$ cat config.mk
export PLATFORM = sky130hd
export DESIGN_NAME = grm_stencil_acc
export DESIGN_NICKNAME = d
export VERILOG_FILES = /design/src/design/grm_pkg.sv /design/src/design/grm_stencil_acc.sv
export SDC_FILE = /design/constraint.sdc
export NUM_CORES = 1
export LEC_CHECK = 0
export CAP_MARGIN = 5
export CORE_MARGIN = 1
export CORE_UTILIZATION = 40
export DETAILED_ROUTE_END_ITERATION = 7
export DONT_BUFFER_PORTS = 1
export HOLD_SLACK_MARGIN = 0.02
export PLACE_DENSITY = 0.54
export SYNTH_ARGS = -nofsm -noshare
export SYNTH_HDL_FRONTEND = slang
export SYNTH_SLANG_ARGS = --single-unit
export TNS_END_PERCENT = 20
$ cat constraint.sdc
create_clock -name clk -period 6.8 [get_ports clk]
set_clock_uncertainty 0.1 [all_clocks]
set_input_delay 1.36 -clock clk [delete_from_list [all_inputs] [get_ports clk]]
set_output_delay 1.36 -clock clk [all_outputs]
set_load 0.005 [all_outputs]
$ cat src/design/grm_pkg.sv
package grm_pkg;

	// Default grid capacity in vertices.
	localparam int MAX_VERTICES_DEF = 32768;

	// Field and register widths.
	localparam int PHI_W      = 16;
	localparam int ID_W       = 15;
	localparam int LEN_W      = 11;
	localparam int RING_W     = 2;
	localparam int CFG_IDX_W  = 2;
	localparam int CFG_DATA_W = 16;
	localparam int SUM_W      = 20;

	// Input operation codes.
	localparam logic OP_LOAD  = 1'b0;
	localparam logic OP_FETCH = 1'b1;

	// Configuration register indexes.
	localparam logic [CFG_IDX_W-1:0] REG_COLUMN_LENGTH = 2'd0;
	localparam logic [CFG_IDX_W-1:0] REG_LOW_THRESHOLD = 2'd1;
	localparam logic [CFG_IDX_W-1:0] REG_HIGH_THRESHOLD = 2'd2;
	localparam logic [CFG_IDX_W-1:0] REG_RING_WIDTH = 2'd3;

	// Register reset values.
	localparam logic [LEN_W-1:0]  COLUMN_LENGTH_RST  = 11'd141;
	localparam logic [PHI_W-1:0]  LOW_THRESHOLD_RST  = 16'd1638;
	localparam logic [PHI_W-1:0]  HIGH_THRESHOLD_RST = 16'd15565;
	localparam logic [RING_W-1:0] RING_WIDTH_RST     = 2'd1;
	localparam logic [LEN_W-1:0]  LEN_MIN            = 11'd3;

	// Stencil tap counter: taps 0..8 are issued, the sum closes on the last one.
	localparam logic [3:0] TAP_LAST = 4'd9;
	localparam logic [3:0] TAP_ADD_LAST = 4'd8;

	// Accumulator control from the sequencer.
	typedef struct packed {
		logic clear;
		logic add;
	} acc_ctl_t;

	// Sequencer states.
	typedef enum logic [13:0] {
		S_IDLE     = 14'b00000000000001,
		S_START    = 14'b00000000000010,
		S_P1       = 14'b00000000000100,
		S_P2_RD    = 14'b00000000001000,
		S_P2_CHK   = 14'b00000000010000,
		S_P2_WR    = 14'b00000000100000,
		S_P3_INIT  = 14'b00000001000000,
		S_P3_FIRST = 14'b00000010000000,
		S_P3_RD    = 14'b00000100000000,
		S_P3_EV    = 14'b00001000000000,
		S_DONE     = 14'b00010000000000,
		S_F_RD     = 14'b00100000000000,
		S_F_CHK    = 14'b01000000000000,
		S_F_PUT    = 14'b10000000000000
	} state_t;

endpackage

$ cat src/design/grm_stencil_acc.sv
module grm_stencil_acc
	import grm_pkg::*;
(
	input  logic                    clk,
	input  logic                    arst_n,
	input  acc_ctl_t                ctl,
	input  logic signed [PHI_W-1:0] sample,
	input  logic signed [PHI_W-1:0] low_threshold,
	input  logic signed [PHI_W-1:0] high_threshold,
	output logic                    in_band
);

	logic signed [SUM_W-1:0] sum_q;
	logic signed [SUM_W-1:0] lo9_q;
	logic signed [SUM_W-1:0] hi9_q;
	logic signed [SUM_W-1:0] total;

	// Running sum of the stencil taps; the band edges are scaled by nine on clear.
	always_ff @(posedge clk or negedge arst_n) begin
		if (!arst_n) begin
			sum_q <= '0;
			lo9_q <= '0;
			hi9_q <= '0;
		end else if (ctl.clear) begin
			sum_q <= '0;
			lo9_q <= (SUM_W'(low_threshold) <<< 3) + SUM_W'(low_threshold);
			hi9_q <= (SUM_W'(high_threshold) <<< 3) + SUM_W'(high_threshold);
		end else if (ctl.add) begin
			sum_q <= sum_q + SUM_W'(sample);
		end
	end

	// The last tap joins the sum on the fly for the band compare.
	assign total   = sum_q + SUM_W'(sample);
	assign in_band = (total > lo9_q) && (total < hi9_q);

endmodule

Word level (Yosys, flattened, before mapping)
Cells that the tools add are included.
Storage, ports and cells
  register bits after elaboration: 60
  bits of input ports: 52
  logic and storage cells: 12
Operators by class
  add/subtract/negate cells: 3
  $lt $le $gt $ge: 2
  muxes and demuxes: 2
  reduce and logical (&&, ||, !) cells: 2
Operator list (number)
  $add 19x16->20: 2
  $mux 20: 2
  $add 20x16->20: 1
  $gt 20x20->1: 1
  $lt 20x20->1: 1
  $reduce_bool 2->1: 1
  $logic_and 1x1->1: 1

Logic depth before layout (Yosys ltp)
  depth after elaboration: 3
  depth in mapped cells: 16
  gate-level depth less buffers: 16

Worst setup path before layout
Ideal clock, no wire load.
  path type: in2out
  from: input port sample[0]
  to: output port in_band
  arrival: 4439 ps
  data required time: 5340 ps
  setup slack: 901 ps
  cell stages on the path: 13
  cell sequence: ha_1 > fa_1 > a21oi_1 > o211ai_1 > a31oi_2 > a2111oi_2 > or3_1 > and2_1 > ha_1 > nand2_1 > o41ai_1 > mux2_2 > a211oi_1
Between the ends
  longest elaborated chain between the ends: 3
Ends and longest elaborated chain
  start, declared: RTL line grm_stencil_acc.sv:7  | input logic signed [PHI_W-1:0] sample,
  $add 20x16->20 (*): RTL line grm_stencil_acc.sv:34  | assign total = sum_q + SUM_W'(sample);
  $gt 20x20->1 / $lt 20x20->1 (equally long branches): RTL line grm_stencil_acc.sv:35  | assign in_band = (total > lo9_q) && (total < hi9_q);
  $logic_and 1x1->1 (*): RTL line grm_stencil_acc.sv:35
  end, declared: RTL line grm_stencil_acc.sv:10  | output logic in_band
Mark *: on every way between the ends. The rest lies on a longest branch, timed or not.

Worst setup path after layout
Ends and elaborated chain as after synthesis.

==> flow_summary_export.csv <==
group,metric,value,unit
setup_path,worstPathArrival,5.02,ns
logic_synthesis,ys_warn_count,0,
logic_synthesis,synth_commonest_cells,"ha_1, dfrtp_1, inv_1, o21ai_0",
setup_path,critical_path_buf_inv_count,1,
grt,antenna_found_initial,0,
cells_and_area,diodes,0,
drt,wl_met1,6450,microns
timing,fmax,0.154,GHz
floorplan,num_io_pins,53,
setup_path,cp_cell_sequence,"ha_1 > fa_1 > a21oi_1 > o211ai_1 > a31oi_2 > a2111oi_2 > or3_1 > and2_1 > ha_1 > nand4_1 > nor4_2 > o21ai_0 > o211ai_1 > mux2i_1 > a211oi_2 > buf_4",
timing,hold_violations,0,
setup_path,required,5.34,ns
power_and_ir_drop,powerDensity,287,mW/mm^2
timing,rsz0062_at_grt,"false",
drt,num_vias,4440,
logic_synthesis,yosysTopAreaCellShare,27.0,%
timing,hold_ws,0.414,ns
cells_and_area,fin_nets,771,
floorplan,die_x,120,microns
drt,postRouteWirelength,13400,microns
logic_synthesis,synth_top_cell_by_area,"dfrtp_1",
setup_path,path_max_fanout,4,
min_path,hold_path_depth,1,
status,status,"complete, no violations",
setup_path,cp_top_family,"compound AO/OA/AOI/OAI gates",
drt,route.met3.wl,613,microns
cells_and_area,utilization,45.6,%
power_and_ir_drop,ir_drop,146,uV
timing,totalNegativeSetupSlack,0,ns
logic_synthesis,synthFlopType,"dfrtp_1",
logic_synthesis,synth_most_common_cell,"ha_1",
min_path,hold_path.class,"register to register",
setup_path,cpMaxStageDelayCell,"fa_1",
cts,clock_path_buffers,2,
logic_synthesis,syn_area_per_cell,8.86,sq um
timing,period_share,95.2,%
drt,highest_layer,"met4",
floorplan,die-area,0.0144,sq mm
cts,cts_root_buffer,"clkbuf_16",
grt,grt_max_degree,97,
cts,cts_tree,"yes",
setup_path,path_depth,16,
timing,setup_viol,0,
cts,ctsHtreeMaxLevel,3,
drt,drt_iter0_markers,262,
grt,grt_pass1_vias,4620,
logic_synthesis,syn_inst,628,
place,dp_hpwl,10300,microns
logic_synthesis,ys_types,69,
setup_path,slowest_delay,0.40,ns
timing,relSlewSlack,65.9,%
drt,met2_length,5940,microns
cts,cts.clk_slew.worst_paths,0.05,ns
drt,via_per_inst,5.49,
logic_synthesis,synth_nets,771,
setup_path,cp-end-kind,"output port",
logic_synthesis,ys_ff_latch,60,
place,gp_congestion,0.857,
timing,tightest_slew,0.510,ns
logic_synthesis,syn_area,0.00556,sq mm
logic_synthesis,seq_area_frac_synth,27.0,%
run,drv_cap,0,
cells_and_area,drive_gt1_share,6.79,%
cells_and_area,nFillCells,1302,
floorplan,core_area,0.0134,sq mm
floorplan,start_util,41.5,%
drt,ant_nets,0,
drt,drc_errors,0,
cts,postCtsSetupBuffers,0,
place,portBuffers,0,
grt,grt.total_usage,20.2,%
cells_and_area,design_area,0.00612,sq mm
grt,grt_overflow,0,
drt,first_pass_iters,4,
setup_path,critical_path_class,"primary input to output port",
grt,grt_pass1_wl,22800,microns
setup_path,reg2reg_depth,10,
cts,cts_sinks,60,
timing,min_period,6.48,ns
floorplan,rows,42,
cts,cts_buffers,9,
cells_and_area,syn2layout_area_growth,9.94,%
logic_synthesis,synth_edf_count,0,
place,place_area,0.00575,sq mm
cts,clock_latency,0.34,ns
drt,wl_per_cell,16.5,microns
logic_synthesis,synthArstFlopShare,100,%
logic_synthesis,synthTopCellsByArea,"dfrtp_1, ha_1, mux2i_1",
cts,hold_buffers,0,
timing,slew_viol_final,0,
power_and_ir_drop,total_power,1750,uW
setup_path,start_kind,"primary input",
power_and_ir_drop,leakagePower,0.00294,uW
floorplan,die_y,120,microns
==> layout make-up <==
class                   instances  area (sq um)  area share, %
flip-flops and latches         60          1500           24.5
clock buffers                  10           239           3.91
well taps                     176           220           3.60
repair buffers                  4          30.0          0.491
inverters                      60           225           3.68
multi-input cells             493          3790           61.9
clock inverters                 6           111           1.82
==> cell families (layout without fill, tap and decap cells) <==
logic type                 after synthesis  after routing  share of synthesized area (%)
DFF                                     60             60                           27.0
muxes                                   31             31                           5.69
xor gates and xnor gates                34             34                           5.35
buffers and inverters                   75             80                           5.11
AOI/OAI and AO/OA                      181            181                           22.2
and+or+nand+nor                        156            156                           13.8
adders and majority gates               91             91                           20.9
==> metrics by stage <==
| step | std cells | worst slack [ns] |
|---|---|---|
| after floorplan | 628 | 0.901 |
| after global placement | 793 | 0.400 |
| after detailed placement | 793 | 0.234 |
| after CTS | 809 | 0.219 |
| after global routing | 809 | 0.0654 |
| final | 809 | 0.323 |
==> final timing paths <==
check | from | to | slack [ns]
max in group asynchronous | arst_n | sum_q[19] | 5.88
setup reg to reg | sum_q[0] | sum_q[14] | 4.22
min in group asynchronous | arst_n | lo9_q[5] | 0.62
setup / recovery | sample[0] | in_band | 0.32
hold / removal | hi9_q[15] | hi9_q[15] | 0.41
hold reg to reg | hi9_q[15] | hi9_q[15] | 0.41
==> per-layer routing <==
metal  vias up  track usage, %
met3        27            4.33
met2        80            32.0
met4         0            8.91
met1      2047            26.3
li1       2286               -
met5         -               0
==> state kept, by name, summed over array words and instances (netlist names) <==
name   count
hi9_q     20
lo9_q     20
sum_q     20
==> report_power, final <==
part           switching, uW  total, uW  internal (uW)
registers               26.1        446            420
logic                    433        765            332
clock network            175        542            368
==> worst register-to-register path: cells and delay by family, from the launching register on <==
family	cells	cell delay, ns
AO/OA/AOI/OAI	5	0.88
adder cells (fa/ha/maj)	2	0.63
buffers and inverters	1	0.19
AND/OR/NAND/NOR	1	0.06
XOR/XNOR	1	0.27
flip-flops	1	0.38
==> layout by cell type (no fill, tap or decap), types with 3 or more instances in the layout <==
cell type	count
a31oi_1	8
xnor2_1	22
bufinv_16	3
o211ai_1	6
nand2_1	37
a211oi_1	5
nor3_1	7
a21oi_1	45
fa_1	3
o21bai_1	7
buf_4	4
nand3_1	12
mux2_2	5
a21o_1	14
nor2b_1	6
and2_1	3
nand4_1	9
a311oi_1	3
nand3b_1	6
o21ai_0	48
nand2b_1	11
and3_1	6
dfrtp_1	60
xor2_1	12
clkbuf_16	9
mux2i_1	26
or3_1	3
o21a_1	5
nor2_1	45
ha_1	88
inv_1	60
==> timing repair <==
action                     CTS  global route
setup endpoints to repair    0             1
gates resized for setup      0             2
hold endpoints to repair     0             0
No activity file was read; power rests on OpenSTA's default activity.
